===== src/matrix_column_dedup_assert.svh =====
// assertion macros for the duplicate column elimination block
// no dependencies; expects clk and arst_n in the including scope
`ifndef MATRIX_COLUMN_DEDUP_ASSERT_SVH
`define MATRIX_COLUMN_DEDUP_ASSERT_SVH
`ifndef SYNTHESIS
`define MCD_ASSERT(lbl, prop, msg) \
	lbl: assert property (@(posedge clk) disable iff (!arst_n) prop) else $error(msg);
`define MCD_ASSERT_NEVER(lbl, cond, msg) \
	lbl: assert property (@(posedge clk) disable iff (!arst_n) !(cond)) else $error(msg);
`else
`define MCD_ASSERT(lbl, prop, msg)
`define MCD_ASSERT_NEVER(lbl, cond, msg)
`endif
`endif


===== src/mcd_queue.sv =====
// short register queue between front and back
// no dependencies
module mcd_queue #(
	parameter int WIDTH = 32,
	parameter int DEPTH = 4
) (
	input  logic             clk,
	input  logic             arst_n,
	input  logic             push,
	input  logic [WIDTH-1:0] din,
	input  logic             pop,
	output logic [WIDTH-1:0] dout,
	output logic             full,
	output logic             empty
);
	localparam int PW = (DEPTH > 1) ? $clog2(DEPTH) : 1;
	localparam int CW = $clog2(DEPTH + 1);

	logic [WIDTH-1:0] entry_q [DEPTH];
	logic [PW-1:0]    wr_q;
	logic [PW-1:0]    rd_q;
	logic [CW-1:0]    count_q;

	assign full  = (count_q == CW'(DEPTH));
	assign empty = (count_q == '0);
	assign dout  = entry_q[rd_q];

	always_ff @(posedge clk) begin
		if (push) begin
			entry_q[wr_q] <= din;
		end
	end

	always_ff @(posedge clk or negedge arst_n) begin
		if (!arst_n) begin
			wr_q    <= '0;
			rd_q    <= '0;
			count_q <= '0;
		end else begin
			if (push) begin
				wr_q <= (wr_q == PW'(DEPTH - 1)) ? '0 : wr_q + PW'(1);
			end
			if (pop) begin
				rd_q <= (rd_q == PW'(DEPTH - 1)) ? '0 : rd_q + PW'(1);
			end
			if (push && !pop) begin
				count_q <= count_q + CW'(1);
			end else if (pop && !push) begin
				count_q <= count_q - CW'(1);
			end
		end
	end
endmodule


===== config.mk =====
export PLATFORM = sky130hd
export DESIGN_NAME = mcd_queue
export DESIGN_NICKNAME = d
export VERILOG_FILES = /design/src/matrix_column_dedup_assert.svh /design/src/mcd_queue.sv
export SDC_FILE = /design/constraint.sdc
export NUM_CORES = 1
export LEC_CHECK = 0
export BUFFER_PORTS_ARGS = -buffer_cell sky130_fd_sc_hd__buf_2
export CAP_MARGIN = 10
export CORE_ASPECT_RATIO = 0.5
export CORE_MARGIN = 1.5
export CORE_UTILIZATION = 39
export DETAILED_ROUTE_END_ITERATION = 6
export GPL_ROUTABILITY_DRIVEN = 0
export SLEW_MARGIN = 20
export SYNTH_ARGS = -nofsm -noshare
export SYNTH_HDL_FRONTEND = slang
export SYNTH_SLANG_ARGS = --single-unit

===== constraint.sdc =====
create_clock -name clk -period 4.7 [get_ports clk]
set_input_delay 0.235 -clock clk [delete_from_list [all_inputs] [get_ports clk]]
set_output_delay 0.235 -clock clk [all_outputs]
set_load 0.01 [all_outputs]

==> out/metrics.cfg <==
[finish]
fillerInstances=1054
drive_above_1_share=0.439
area_delta_synth_final_pct=20.0
n_antenna_cell=0
stdcell_count=471
fin_nets=331

[worst_setup_path]
worst-path-buf-inv=2
slowest_stage=mux4_1
cp_cell_sequence=buf_4, mux4_1, buf_2
cp_max_fo=28
cp.arrival_ns=2.19
worst-r2r-cell-count=3
r2r-start=wr_q[1]$_DFFE_PN0P_
startpoint=rd_q[0]$_DFFE_PN0P_
r2r-end=entry_q[1][21]$_DFFE_PP_
cp-start-kind=register
path_depth=3
cp.required_ns=4.47
r2r_slack_ns=2.90
critPathMaxStageDelay_ns=0.63
cp_top_family=buffers and inverters
endpoint_kind=primary output
critPathCapture=dout[24]
crit_type=reg -> out

[sta]
hold_viol_final=0
fin_crit_sh=0.516
skew_ns=0.00651
relSlewSlack=0.390
timing.final.max_slew_violations=0
finalSetupTns_ns=0
setup_viol=0
tightestPinTransition_ns=0.915
grt_setup_unrepaired=false
fmax_ghz=0.413
fin_crit_ns=2.42

[clocking]
postCtsSetupRepairBufs=0
cts_sinks=135
cts_buffer_depth=2
clkSlewWorstSetupHoldPaths_ns=0.05
cts_resized=0
worstSkewPairLatency_ns=0.40
cts_buffers=17
hold_buffers=1
cts_tree=yes
htree_levels=4
cts-root-buf=clkbuf_16

[synth]
synthDistinctLibCells=20
async_flop_share=0.0519
synth.area.top_cells=edfxtp_1, mux4_2, dfrtp_1
synthTopCellsByCount=edfxtp_1, mux4_2, dfrtp_1
synth-seq-cells=135
syn_area_per_cell_um2=24.8
post-synth-top-area-cell=edfxtp_1
mappedNetlistArea_um2=5080
yosys_warnings=0
yosys.area.top_type_share=0.756
synthMostInstantiatedCell=edfxtp_1
synth-edff-count=128
postSynthCellCount=205
syn_nets=248
ys.flop_type=edfxtp_1
ys_seq_area_frac=0.791

[placement]
place_inst=438
hpwl_um=5010
portBuffers=69

[global_routing]
antenna_found_initial=0
grt_pass1_vias=2535
grt-ovfl-total=0
grt_max_degree=33
track_usage=0.137
grt_pass1_wl_um=13500

[die]
rows=29
fp.dieW_um=164
initial_core_util=0.400
coreArea_um2=12700
dieArea_um2=13800
io_pins=70
die_h_um=83.7

[drt]
wl_um=8520
drt-initial-drc-count=132
vias_per_cell=4.81
vias=2264
drtPass1Iterations=4
drtAntennaViolNets=0
wl_per_cell_um=18.1
drc=0

[hold_path]
hold_class=in -> reg
min-delay-start=din[27]

[status]
status=completed

[power]
p_per_area_nw_per_um2=615
p_leak_nw=2.14
vdd_drop_max_mv=0.213

[flow_run]
cap_violations=0

layout make-up:
| type | instances | area [µm²] | area share |
|---|---|---|---|
| clock buffer | 27 | 493 | 0.0808 |
| clock inverter | 5 | 25.0 | 0.00410 |
| inverter | 4 | 15.0 | 0.00246 |
| multi-input combinational | 58 | 962 | 0.158 |
| sequential | 135 | 4020 | 0.659 |
| tap | 170 | 213 | 0.0349 |
| timing repair buffer | 72 | 370 | 0.0607 |
registers in the layout, indices dropped and copies added (netlist names):
name	count
count_q	3
entry_q	128
rd_q	2
wr_q	2
per-layer routing:
| layer | global-route usage | wire (µm) | vias up |
|---|---|---|---|
| li1 | - | - | 1025 |
| met1 | 0.170 | 3660 | 1189 |
| met2 | 0.226 | 4440 | 42 |
| met3 | 0.0392 | 337 | 8 |
| met4 | 0.0614 | 88 | 0 |
| met5 | 0 | 0 | - |
through the flow:
| stage | setup WS [ns] | power [W] | utilization | instance area, µm² | hold WS, ns |
|---|---|---|---|---|---|
| 3_5_place_dp | 2.64 | 0.00265 | 0.439 | 5570 | 0.0796 |
| 3_3_place_gp | 2.66 | 0.00262 | 0.439 | 5570 | 0.0764 |
| 2_1_floorplan | 2.89 | 0.00236 | - | 5080 | -0.0606 |
| 5_1_grt | 2.10 | 0.00394 | 0.480 | 6100 | 0.0342 |
| 4_1_cts | 2.20 | 0.00381 | 0.480 | 6100 | 0.0290 |
| 6_report | 2.28 | 0.00375 | 0.480 | 6100 | 0.0494 |
cells in the final DEF, fill, tap and decap left out:
cell type        n
and2_2           4
buf_2           69
buf_4            2
clkbuf_1         7
clkbuf_16       17
clkbuf_8         3
clkinv_2         5
dfrtp_1          6
dfrtp_2          1
dlygate4sd3_1    1
edfxtp_1       128
fa_1             1
ha_1             6
inv_1            4
mux2_2           3
mux4_1           4
mux4_2          28
nand2_1          2
nor2_1           3
nor3_1           1
nor3b_1          1
o21ai_0          2
xnor2_1          1
xor2_1           2
report_power, final:
| group | switching (W) | leakage [nW] | internal, W |
|---|---|---|---|
| Clock | 0.000441 | 0.259 | 0.000712 |
| Sequential | 0.0000801 | 1.26 | 0.00155 |
| Combinational | 0.000500 | 0.628 | 0.000461 |
| Total | 0.00102 | 2.14 | 0.00273 |
logic make-up (layout without fill, tap and decap cells):
kind of cell | after synthesis | count (layout) | synth area share
AO/OA/AOI/OAI | 2 | 2 | 0.00197
XOR/XNOR | 3 | 3 | 0.00517
multiplexers | 35 | 35 | 0.151
adder cells (fa/ha/maj) | 7 | 7 | 0.0187
flip-flops | 135 | 135 | 0.791
buffers and inverters | 12 | 108 | 0.0207
AND/OR/NAND/NOR | 11 | 11 | 0.0111
worst min-delay path by stage:
stage	cells after the start	slack (ns)	to
global placement	1	0.08	wr_q[1]$_DFFE_PN0P_
floorplan	0	-0.06	count_q[0]$_DFFE_PN0P_
CTS	1	0.03	entry_q[2][31]$_DFFE_PP_
global route	1	0.03	entry_q[2][8]$_DFFE_PP_
finish	1	0.05	entry_q[3][27]$_DFFE_PP_
detailed placement	1	0.08	wr_q[1]$_DFFE_PN0P_
Note: power is estimated with default switching activity, not from simulation.
