## src/matrix_column_dedup_assert.svh

```systemverilog
// assertion macros for the duplicate column elimination block
// no dependencies; expects clk and arst_n in the including scope
`ifndef MATRIX_COLUMN_DEDUP_ASSERT_SVH
`define MATRIX_COLUMN_DEDUP_ASSERT_SVH
`ifndef SYNTHESIS
`define MCD_ASSERT(lbl, prop, msg) \
	lbl: assert property (@(posedge clk) disable iff (!arst_n) prop) else $error(msg);
`define MCD_ASSERT_NEVER(lbl, cond, msg) \
	lbl: assert property (@(posedge clk) disable iff (!arst_n) !(cond)) else $error(msg);
`else
`define MCD_ASSERT(lbl, prop, msg)
`define MCD_ASSERT_NEVER(lbl, cond, msg)
`endif
`endif

```

## src/mcd_pkg.sv

```systemverilog
// shared types and constants for the duplicate column elimination block
// no dependencies
package mcd_pkg;
	localparam int ROW_COUNT_W = 7;
	localparam int COL_COUNT_W = 9;
	localparam int CFG_DATA_W  = 9;

	localparam logic CFG_ROW_COUNT = 1'b0;
	localparam logic CFG_COL_COUNT = 1'b1;

	typedef struct packed {
		logic [7:0] group_id;
		logic       is_new;
		logic [8:0] distinct_count;
		logic       overflow;
		logic       matrix_done;
	} mcd_result_t;
endpackage

```

## src/mcd_front.sv

```systemverilog
// front end: takes state ids, tracks the row and marks the last item of a column
// depends on mcd_pkg
module mcd_front import mcd_pkg::*; #(
	parameter int MAX_ROWS   = 64,
	parameter int STATE_BITS = 16
) (
	input  logic                   clk,
	input  logic                   arst_n,
	input  logic [ROW_COUNT_W-1:0] row_count,
	input  logic                   push,
	input  logic [15:0]            state_id,
	output logic [STATE_BITS-1:0]  elem,
	output logic [(MAX_ROWS > 1 ? $clog2(MAX_ROWS) : 1)-1:0] row,
	output logic                   last,
	output logic [$clog2(MAX_ROWS + 1)-1:0] rows
);
	localparam int RIW = (MAX_ROWS > 1) ? $clog2(MAX_ROWS) : 1;
	localparam int RW  = $clog2(MAX_ROWS + 1);
	localparam int XW  = (RW > ROW_COUNT_W) ? RW : ROW_COUNT_W;

	logic [RIW-1:0] row_q;

	// clamp the row count into 1..MAX_ROWS
	always_comb begin
		if (row_count == '0) begin
			rows = RW'(1);
		end else if (XW'(row_count) > XW'(MAX_ROWS)) begin
			rows = RW'(MAX_ROWS);
		end else begin
			rows = RW'(row_count);
		end
	end

	assign elem = STATE_BITS'(state_id);
	assign row  = row_q;
	assign last = ((RW + 1)'(row_q) + (RW + 1)'(1)) >= (RW + 1)'(rows);

	always_ff @(posedge clk or negedge arst_n) begin
		if (!arst_n) begin
			row_q <= '0;
		end else if (push) begin
			row_q <= last ? '0 : row_q + RIW'(1);
		end
	end
endmodule

```

## config.mk

```make
export PLATFORM = sky130hd
export DESIGN_NAME = mcd_front
export DESIGN_NICKNAME = d
export VERILOG_FILES = /design/src/matrix_column_dedup_assert.svh /design/src/mcd_pkg.sv /design/src/mcd_front.sv
export SDC_FILE = /design/constraint.sdc
export NUM_CORES = 1
export LEC_CHECK = 0
export BUFFER_PORTS_ARGS = -buffer_cell sky130_fd_sc_hd__buf_2
export CAP_MARGIN = 10
export CORE_MARGIN = 4
export CORE_UTILIZATION = 38
export CTS_CLUSTER_SIZE = 28
export DETAILED_ROUTE_END_ITERATION = 10
export PLACE_DENSITY = 0.81
export REMOVE_ABC_BUFFERS = 1
export SKIP_CTS_REPAIR_TIMING = 1
export SYNTH_ARGS = -nofsm -noshare
export SYNTH_HDL_FRONTEND = slang
export SYNTH_SLANG_ARGS = --single-unit
```

## constraint.sdc

```tcl
create_clock -name clk -period 3.05 [get_ports clk]
set_input_delay 0.61 -clock clk [delete_from_list [all_inputs] [get_ports clk]]
set_output_delay 0.61 -clock clk [all_outputs]
set_load 0.005 [all_outputs]
```

==> metrics.md, run 1 <==
| Metric | Value |
|---|---|
| Result of the run | `completed` |
| Area grow syn2layout | `6.57%` |
| Top post-synthesis cells by area | `sky130_fd_sc_hd__dfrtp_1 (22%), sky130_fd_sc_hd__buf_4 (18%), sky130_fd_sc_hd__ha_1 (15%)` |
| Post-detailed-route wirelength per cell | `between 15 and 20 µm` |
| HPWL Detailed | `~1600 µm` |
| Slack of the worst reg-to-reg path | `just over 800 ps` |
| Reg-to-Reg End | `row[2]$_DFFE_PN0P_` |
| Horizontal extent of the die | `between 50 and 60 µm` |
| Clock transition at the register clock pins on the worst setup and hold paths after CTS | `~40 ps` |
| Count of yosys warnings during synthesis | `0` |
| Routed WL | `1860 µm` |
| Placed standard-cell area | `704 µm²` |
| Inserted Clock Buffers | `3` |
| Die footprint | `2550 µm²` |
| Largest register FFs | `6` |
| Number of clock sinks seen by CTS | `6` |
| Worst slack at placement | `around 340 ps` |
| Fraction of post-synthesis cell area in the top cell type by area | `between 20% and 30%` |
| Via/cell ratio | `5.07` |
| CP Data Required Time | `between 2000 and 2500 ps` |
| Maximum number of pins on one net before global-route repair | `12` |
| Count of input and output buffers | `23` |
| Post-synth ARST share | `between 90% and 100%` |
| Least setup slack across all paths after layout | `between 150 and 200 ps` |
| Antenna-violating nets left | `0` |
| Synth Flop Type | `sky130_fd_sc_hd__dfrtp_1` |
| Minimum period implied by the final worst setup slack | `2860 ps` |
| Share of the yosys chip area belonging to registers | `between 20% and 30%` |
| Slew HR | `about three quarters` |
| DR vias | `between 500 and 600` |
| Antenna violations before repair | `0` |
| Most frequent standard cell in the layout excluding fill and tap cells | `sky130_fd_sc_hd__buf_2` |
| Final Wtd Congestion | `~0.74` |
| Final setup viols | `0` |
| Top-level port count | `56` |
| Vias in the first global route | `621` |
| Most used cells in the layout excluding fill and tap cells | `sky130_fd_sc_hd__buf_2 (23), sky130_fd_sc_hd__inv_1 (11), sky130_fd_sc_hd__nand2_1 (9)` |
| Period Utilization, post-route | `93.9%` |
| Critical Path Source Type | `flip-flop` |
| Worst Setup End Kind | `primary output` |
| Fraction of final layout cells sized beyond drive strength 1 | `around a third` |
| RSZ-0062 raised after global routing | `false` |
| Static leakage power | `a little over 0.0004 µW` |
| Clock root cell | `sky130_fd_sc_hd__clkbuf_4` |
| GRT Util Overall | `approximately 16%` |
| Number of inserted diodes | `0` |
| DRC violations left | `0` |
| HP Class | `input port to asynchronous set/reset pin` |
| Worst-skew pair later-pin latency | `approximately 240 ps` |
| Worst-case vdd ir drop | `roughly 0.51 mV` |
| Setup Total Neg Slack | `0 ps` |
| Total power density per cell area | `around 800 nW/µm²` |
| Final hold vios | `0` |
| Worst path arrival time | `2250 ps` |
| Achievable Freq | `around 0.35 GHz` |
| Final standard cell area without fillers | `around 730 µm²` |
| Maximum root-to-sink buffer count | `2` |
| Cells after Synth | `83` |
| Distinct cell type count after synthesis | `25` |
| Gr ovfl total | `0` |
| Critical path fanouts, max | `8` |
| Core Footprint | `between 1500 and 2000 µm²` |
| CTS H-Tree Depth | `1` |
| CTS tree | `done` |
| Number of placement rows | `15` |
| Die outline height | `roughly 50 µm` |
| Measured slew at the worst slew-check pin | `361 ps` |
| Number of search-and-repair iterations in the first detailed-routing pass | `3` |
| Total number of nets in the final design | `roughly 130` |
| Flip-flop and latch count after synthesis | `6` |
| Initial DRC Count | `2` |
| Number of max-cap violations | `0` |
| Netlist Area Pre-Place | `686 µm²` |
| Wire length of the first global-routing pass | `2950 µm` |
| Cell depth of the worst flop-to-flop path | `9` |
| Final slew viol count | `0` |
| Synthesized area per cell | `approximately 8.3 µm²` |
| Layout Skew | `around 4.5 ps` |
| Count of flip-flops with a built-in enable after synthesis | `0` |
| Worst reg2reg path startpoint | `row[1]$_DFFE_PN0P_` |
| Final core area utilization | `between 40% and 50%` |
| Starting density of the core | `39.7%` |
| Crit Path Category | `flip-flop to primary output` |
| Synth area leader | `sky130_fd_sc_hd__dfrtp_1` |
## Yosys cell counts (2+ instances only)
library cell	n
sky130_fd_sc_hd__nor2_1	4
sky130_fd_sc_hd__nand3_1	2
sky130_fd_sc_hd__nor3_1	3
sky130_fd_sc_hd__ha_1	8
sky130_fd_sc_hd__o21ai_1	2
sky130_fd_sc_hd__dfrtp_1	6
sky130_fd_sc_hd__inv_1	11
sky130_fd_sc_hd__nand4_1	2
sky130_fd_sc_hd__nand2_1	9
sky130_fd_sc_hd__buf_4	16
sky130_fd_sc_hd__nand2b_1	2
sky130_fd_sc_hd__o22ai_1	3
sky130_fd_sc_hd__clkbuf_1	2
sky130_fd_sc_hd__xnor2_1	2
## how the worst max path moves through the flow
stage	start	end	cells past startpoint
2_1_floorplan	row_count[1]	last	7
3_3_place_gp	row[0]$_DFFE_PN0P_	last	8
3_5_place_dp	row[0]$_DFFE_PN0P_	last	7
4_1_cts	row[0]$_DFFE_PN0P_	last	7
5_1_grt	row[1]$_DFFE_PN0P_	last	8
6_report	row[1]$_DFFE_PN0P_	last	8
## final cells by class
class	instances	area [µm²]
timing repair buffer	23	115
clock buffer	3	22.5
multi-input combinational	48	369
fill	195	996
inverter	11	41.3
tap	25	31.3
sequential	6	151
## report_power, final
| part | leakage (µW) | switching, µW | total (µW) | internal [µW] |
|---|---|---|---|---|
| Clock | 0.0000138 | 25.9 | 70.2 | 44.3 |
| Sequential | 0.0000774 | 42.6 | 157 | 114 |
| Combinational | 0.000320 | 189 | 361 | 172 |
| Total | 0.000411 | 257 | 588 | 331 |
## logic make-up (layout without fill, tap and decap cells)
family	Yosys count	after routing	share of synthesized area (%)
AOI/OAI and AO/OA	12	12	15.7
xor gates and xnor gates	4	4	6.21
adders and majority gates	8	8	14.6
buffers and inverters	29	37	24.6
DFF	6	6	21.9
muxes	1	1	1.46
and+or+nand+nor	23	23	15.5
## per-stage QoR
| stage | cells | hold slack (ps) | total power (µW) |
|---|---|---|---|
| after floorplan | 65 | 314 | 408 |
| after global placement | 113 | 439 | 500 |
| after detailed placement | 113 | 442 | 520 |
| after CTS | 116 | 182 | 596 |
| after global routing | 116 | 188 | 648 |
| final | 116 | 186 | 588 |
## routing by layer
layer  up-vias  routed length, µm  track usage (%)
li1        278                  -                -
met1       271                723             17.2
met2        37                828             21.3
met3         2                293             15.1
met4         0                 10             3.59
met5         -                  0             9.52
## worst max-delay path, stage by stage (launching register included)
cell and delay, ps:
sky130_fd_sc_hd__dfrtp_1 400, sky130_fd_sc_hd__ha_2 240, sky130_fd_sc_hd__nand3_1 130, sky130_fd_sc_hd__xnor2_1 220, sky130_fd_sc_hd__ha_1 280, sky130_fd_sc_hd__a211o_1 300, sky130_fd_sc_hd__a21oi_4 160, sky130_fd_sc_hd__o31ai_4 130
sky130_fd_sc_hd__buf_2 150
(Power assumes the default switching activity.)
==> inputs of run 2 (changes only) <==
--- a/config.mk
+++ b/config.mk
@@ -7,11 +7,13 @@
 export LEC_CHECK = 0
 export BUFFER_PORTS_ARGS = -buffer_cell sky130_fd_sc_hd__buf_2
 export CAP_MARGIN = 10
+export CELL_PAD_IN_SITES_DETAIL_PLACEMENT = 0
+export CELL_PAD_IN_SITES_GLOBAL_PLACEMENT = 1
 export CORE_MARGIN = 4
-export CORE_UTILIZATION = 38
+export CORE_UTILIZATION = 25
 export CTS_CLUSTER_SIZE = 28
 export DETAILED_ROUTE_END_ITERATION = 10
-export PLACE_DENSITY = 0.81
+export PLACE_DENSITY = 0.8
 export REMOVE_ABC_BUFFERS = 1
 export SKIP_CTS_REPAIR_TIMING = 1
 export SYNTH_ARGS = -nofsm -noshare
==> run 2 against run 1 <==
Total power down 1.5%. Die area up 43%. Critical path type unchanged. Sequential power about the same. Worst setup slack better by 21 ps. Critical path depth unchanged. First-iteration DRC count unchanged. Worst hold slack better by 1.2 ps.
==> metrics.md, run 2 (synthesis gave the netlist of run 1 again) <==
| Metric | Value |
|---|---|
| Total area of multi-input combinational cells | `about 370 µm²` |
| Buffers and inverters on the worst path | `1` |
| Number of inserted diodes | `0` |
| Horizontal extent of the die | `60.4 µm` |
| Clock transition at the register clock pins on the worst setup and hold paths after CTS | `approximately 40 ps` |
| Starting density of the core | `26.9%` |
| Period Utilization, post-route | `between 90% and 100%` |
| Max incr delay on CP | `420 ps` |
| Total number of nets in the final design | `between 100 and 150` |
| Antenna violations before repair | `0` |
| Critical Path Source Type | `flip-flop` |
| Number of max-cap violations | `0` |
| Vias in the first global route | `roughly 610` |
| Inserted Clock Buffers | `3` |
| Sequential cell area | `between 150 and 200 µm²` |
| Family with the most delay on the worst path | `compound AO/OA/AOI/OAI gates` |
| Worst Setup End Kind | `primary output` |
| Worst reg2reg path startpoint | `row[0]$_DFFE_PN0P_` |
| Setup Total Neg Slack | `0 ps` |
| GRT Util Overall | `a little under a tenth` |
| Tightest hold margin | `about 190 ps` |
| Static leakage power | `0.000422 µW` |
| CTS tree | `done` |
| Via/cell ratio | `approximately 4.8` |
| Number of search-and-repair iterations in the first detailed-routing pass | `2` |
| Top-level port count | `56` |
| Maximum number of pins on one net before global-route repair | `12` |
| Die footprint | `about 3600 µm²` |
| HPWL Detailed | `between 1000 and 1500 µm` |
| Worst slack at placement | `between 300 and 400 ps` |
| Crit Path Category | `flip-flop to primary output` |
| Measured slew at the worst slew-check pin | `340 ps` |
| Worst path arrival time | `between 2000 and 2500 ps` |
| Routed WL | `1530 µm` |
| Minimum period implied by the final worst setup slack | `between 2000 and 3000 ps` |
| Most frequent standard cell in the layout excluding fill and tap cells | `sky130_fd_sc_hd__buf_2` |
| Final setup viols | `0` |
| Chain of cells forming the critical path | `ha_1, nand3_1, xnor2_2, ha_1, a211o_1, a21oi_4, o31ai_4, buf_2` |
| Least setup slack across all paths after layout | `207 ps` |
| Slack of the worst reg-to-reg path | `840 ps` |
| Critical path fanouts, max | `8` |
| CTS H-Tree Depth | `1` |
| RSZ-0062 raised after global routing | `false` |
| Final hold vios | `0` |
| Reg-to-Reg End | `row[2]$_DFFE_PN0P_` |
| Crit path depth | `8` |
| Fraction of final layout cells sized beyond drive strength 1 | `35.2%` |
| Number of placement rows | `18` |
| Worst-skew pair later-pin latency | `240 ps` |
| Die outline height | `60.4 µm` |
| DR vias | `approximately 580` |
| Final Wtd Congestion | `between 0.7 and 0.8` |
| Number of clock sinks seen by CTS | `6` |
| Area grow syn2layout | `8.21%` |
| Clock root cell | `sky130_fd_sc_hd__clkbuf_4` |
| Largest register FFs | `6` |
| Count of input and output buffers | `23` |
| Initial DRC Count | `2` |
| Wire length of the first global-routing pass | `roughly 2500 µm` |
| CP Data Required Time | `around 2400 ps` |
| HP Class | `input port to asynchronous set/reset pin` |
| Cell with the largest stage delay on the worst path | `sky130_fd_sc_hd__dfrtp_2` |
| Fill count | `between 200 and 300` |
| Cell depth of the worst flop-to-flop path | `9` |
| Final slew viol count | `0` |
| Layout Skew | `0.315 ps` |
| Achievable Freq | `0.352 GHz` |
| Gr ovfl total | `0` |
| Maximum root-to-sink buffer count | `2` |
| Antenna-violating nets left | `0` |
| CP dominant cell by count | `sky130_fd_sc_hd__ha_1` |
| Post-detailed-route wirelength per cell | `approximately 13 µm` |
| Result of the run | `completed` |
| Slew HR | `77.4%` |
| Worst-case vdd ir drop | `about 0.34 mV` |
| Total power density per cell area | `approximately 780 nW/µm²` |
| Core Footprint | `2540 µm²` |
| DRC violations left | `0` |
| Most used cells in the layout excluding fill and tap cells | `sky130_fd_sc_hd__buf_2 (23), sky130_fd_sc_hd__inv_1 (11), sky130_fd_sc_hd__nand2_1 (9)` |
==> run 2: cell counts in the layout (fill, tap and decap cells not counted) <==
No cell type changed its count.
==> run 2: layout make-up <==
| cell class | count | area share (%) |
|---|---|---|
| multi-input cells | 48 | 50.4 |
| flip-flops and latches | 6 | 20.4 |
| repair buffers | 23 | 15.5 |
| inverters | 11 | 5.56 |
| well taps | 30 | 5.06 |
| clock buffers | 3 | 3.04 |
==> run 2: metrics by stage <==
stage,util [%],total power (µW),cells,cell area [µm²]
after floorplan,-,408,65,558
after global placement,27.9,502,118,711
after detailed placement,27.9,515,118,711
after CTS,28.8,590,121,733
after global routing,29.2,653,121,742
final,29.2,579,121,742
==> run 2: where the power goes <==
group / internal (µW) / leakage (µW) / total, µW / switching [µW]
clock network: 44.3 / 0.0000138 / 69.3 / 25.0
registers: 114 / 0.0000774 / 159 / 44.6
logic: 171 / 0.000331 / 351 / 180
==> run 2: worst max path at each step <==
stage / start / endpoint / slack (ps)
detailed placement: row[0]$_DFFE_PN0P_ / last / 380
floorplan: row_count[1] / last / 670
global placement: row[0]$_DFFE_PN0P_ / last / 400
global route: row[1]$_DFFE_PN0P_ / last / 40
CTS: row[0]$_DFFE_PN0P_ / last / 110
finish: row[0]$_DFFE_PN0P_ / last / 210
==> run 2: layer usage <==
layer  part of all wire (%)  up-vias  track usage (%)  wire, µm
met3                     12        0             9.15       186
met1                     39      264             9.14       598
li1                       -      279                -         -
met5                      0        -             4.29         0
met2                     49       34             14.2       740
met4                      0        0             1.90         0
==> inputs of run 3 (changes only) <==
--- a/config.mk
+++ b/config.mk
@@ -9,6 +9,7 @@
 export CAP_MARGIN = 10
 export CELL_PAD_IN_SITES_DETAIL_PLACEMENT = 0
 export CELL_PAD_IN_SITES_GLOBAL_PLACEMENT = 1
+export CORE_ASPECT_RATIO = 0.6
 export CORE_MARGIN = 4
 export CORE_UTILIZATION = 25
 export CTS_CLUSTER_SIZE = 28
@@ -16,6 +17,7 @@
 export PLACE_DENSITY = 0.8
 export REMOVE_ABC_BUFFERS = 1
 export SKIP_CTS_REPAIR_TIMING = 1
+export SLEW_MARGIN = 20
 export SYNTH_ARGS = -nofsm -noshare
 export SYNTH_HDL_FRONTEND = slang
 export SYNTH_SLANG_ARGS = --single-unit
==> run 3 against run 2 <==
Sequential share of layout area is 0.70 points lower. Clock skew is 3.1 ps higher. Total power is 11% higher. Flip-flop and latch count stayed put. Final cell count is 1.7% higher.
==> metrics.md, run 3 (synthesis gave the netlist of run 1 again) <==
| Metric | Value |
|---|---|
| Result of the run | `completed` |
| CTS H-Tree Depth | `1` |
| Chain of cells forming the critical path | `ha_1, nand3_1, xnor2_2, ha_1, a211o_1, a21oi_4, o31ai_4, buf_2` |
| Critical path fanouts, max | `8` |
| Core Footprint | `2560 µm²` |
| Fraction of power consumed by the clock network | `19.6%` |
| Fill count | `270` |
| Die outline height | `just under 50 µm` |
| Via/cell ratio | `approximately 4.6` |
| Setup Total Neg Slack | `0 ps` |
| Cell depth of the worst flop-to-flop path | `9` |
| Maximum root-to-sink buffer count | `2` |
| Period Utilization, post-route | `around 95%` |
| Slack of the worst reg-to-reg path | `~770 ps` |
| Clock transition at the register clock pins on the worst setup and hold paths after CTS | `roughly 40 ps` |
| Count of input and output buffers | `23` |
| Achievable Freq | `~0.34 GHz` |
| Worst-case vdd ir drop | `~0.15 mV` |
| RSZ-0062 raised after global routing | `false` |
| Family with the most delay on the worst path | `adder cells` |
| Most frequent standard cell in the layout excluding fill and tap cells | `sky130_fd_sc_hd__buf_2` |
| Number of placement rows | `14` |
| Final slew viol count | `0` |
| Number of max-cap violations | `0` |
| Starting density of the core | `between 20% and 30%` |
| Number of inserted diodes | `0` |
| Wire length of the first global-routing pass | `around 3000 µm` |
| Worst Setup End Kind | `primary output` |
| Final standard cell area without fillers | `762 µm²` |
| Static leakage power | `between 0.0004 and 0.0005 µW` |
| CTS tree | `done` |
| Sequential cell area | `approximately 150 µm²` |
| Minimum period implied by the final worst setup slack | `about 2900 ps` |
| Worst reg2reg path startpoint | `row[0]$_DFFE_PN0P_` |
| Measured slew at the worst slew-check pin | `around 360 ps` |
| Maximum number of pins on one net before global-route repair | `12` |
| Placed standard-cell area | `a little over 700 µm²` |
| Final setup viols | `0` |
| Slew HR | `between 70% and 80%` |
| Post-detailed-route wirelength per cell | `14.3 µm` |
| Die footprint | `about 3700 µm²` |
| DR vias | `between 500 and 600` |
| DRC violations left | `0` |
| Worst-skew pair later-pin latency | `230 ps` |
| Total power density per cell area | `about 840 nW/µm²` |
| Final Wtd Congestion | `0.799` |
| Layout Skew | `about 3.4 ps` |
| Total area of multi-input combinational cells | `approximately 370 µm²` |
| GRT Util Overall | `about a tenth` |
| Fraction of final layout cells sized beyond drive strength 1 | `between 30% and 40%` |
| Comb pwr share | `between 50% and 60%` |
| Switching component of the power | `about 270 µW` |
| HPWL Detailed | `1450 µm` |
| Horizontal extent of the die | `~76 µm` |
| CP Data Required Time | `roughly 2400 ps` |
| Vias in the first global route | `approximately 600` |
| Antenna-violating nets left | `0` |
| Most used cells in the layout excluding fill and tap cells | `sky130_fd_sc_hd__buf_2 (23), sky130_fd_sc_hd__inv_1 (11), sky130_fd_sc_hd__nand2_1 (9)` |
| Area grow syn2layout | `11.1%` |
| Total number of nets in the final design | `about 130` |
| Number of clock sinks seen by CTS | `6` |
| Top-level port count | `between 50 and 60` |
| Register share of total power | `between 20% and 30%` |
| Reg-to-Reg End | `row[5]$_DFFE_PN0P_` |
| Final hold vios | `0` |
| Cell with the largest stage delay on the worst path | `sky130_fd_sc_hd__dfrtp_1` |
| Largest register FFs | `6` |
| HP Class | `input port to asynchronous set/reset pin` |
| Max incr delay on CP | `430 ps` |
| Crit Path Category | `flip-flop to primary output` |
| Gr ovfl total | `0` |
| Worst path arrival time | `between 2000 and 2500 ps` |
| Cell-internal power | `roughly 370 µW` |
| CP dominant cell by count | `sky130_fd_sc_hd__ha_1` |
| Number of search-and-repair iterations in the first detailed-routing pass | `4` |
| Critical Path Source Type | `flip-flop` |
| Initial DRC Count | `25` |
| Antenna violations before repair | `0` |
| Inserted Clock Buffers | `3` |
| Clock root cell | `sky130_fd_sc_hd__clkbuf_8` |
| Switching power share of the total | `between 40% and 50%` |
| Buffers and inverters on the worst path | `1` |
| Routed WL | `1750 µm` |
run 3: cell count changes in the layout (fill, tap and decap cells not counted):
cell and change:
sky130_fd_sc_hd__dfrtp_1 +1, sky130_fd_sc_hd__clkbuf_4 -3, sky130_fd_sc_hd__dfrtp_2 -1, sky130_fd_sc_hd__clkbuf_8 +3
run 3: layout make-up:
| class | instances | share of cell area (%) |
|---|---|---|
| multi-input cells | 48 | 49.1 |
| flip-flops and latches | 6 | 19.7 |
| repair buffers | 23 | 15.1 |
| clock buffers | 3 | 5.42 |
| inverters | 11 | 5.42 |
| well taps | 32 | 5.25 |
run 3: worst max-delay path by stage:
stage                       startpoint    to  cells after the start
floorplan                 row_count[1]  last                      7
global placement          row_count[6]  last                      7
detailed placement        row_count[6]  last                      7
CTS                 row[0]$_DFFE_PN0P_  last                      7
global route        row[0]$_DFFE_PN0P_  last                      8
finish              row[0]$_DFFE_PN0P_  last                      8
run 3: per-stage QoR:
step                std cells  worst slack (ps)  hold WS (ps)  util [%]  power [µW]
finish                    123               139           199      29.8         643
CTS                       123               115           195      29.5         651
detailed placement        120               342           442      27.9         521
global route              123              6.41           203      29.8         708
global placement          120               394           438      27.9         498
floorplan                  65               669           314         -         408
run 3: layer usage:
metal  vias to the layer above  track usage, %  part of all wire, %
met3                         4            7.85                   12
met2                        34            14.6                   46
met4                         0            5.23                  1.6
met5                         -               0                    0
met1                       255            12.1                   40
li1                        276               -                    -
run 3: power groups by stage:
stage | Clock (µW) | Combinational (µW) | Sequential [µW]
after floorplan | 0 | 256 | 152
after global placement | 0 | 344 | 154
after detailed placement | 0 | 366 | 155
after CTS | 129 | 367 | 155
after global routing | 132 | 413 | 162
final | 126 | 360 | 157
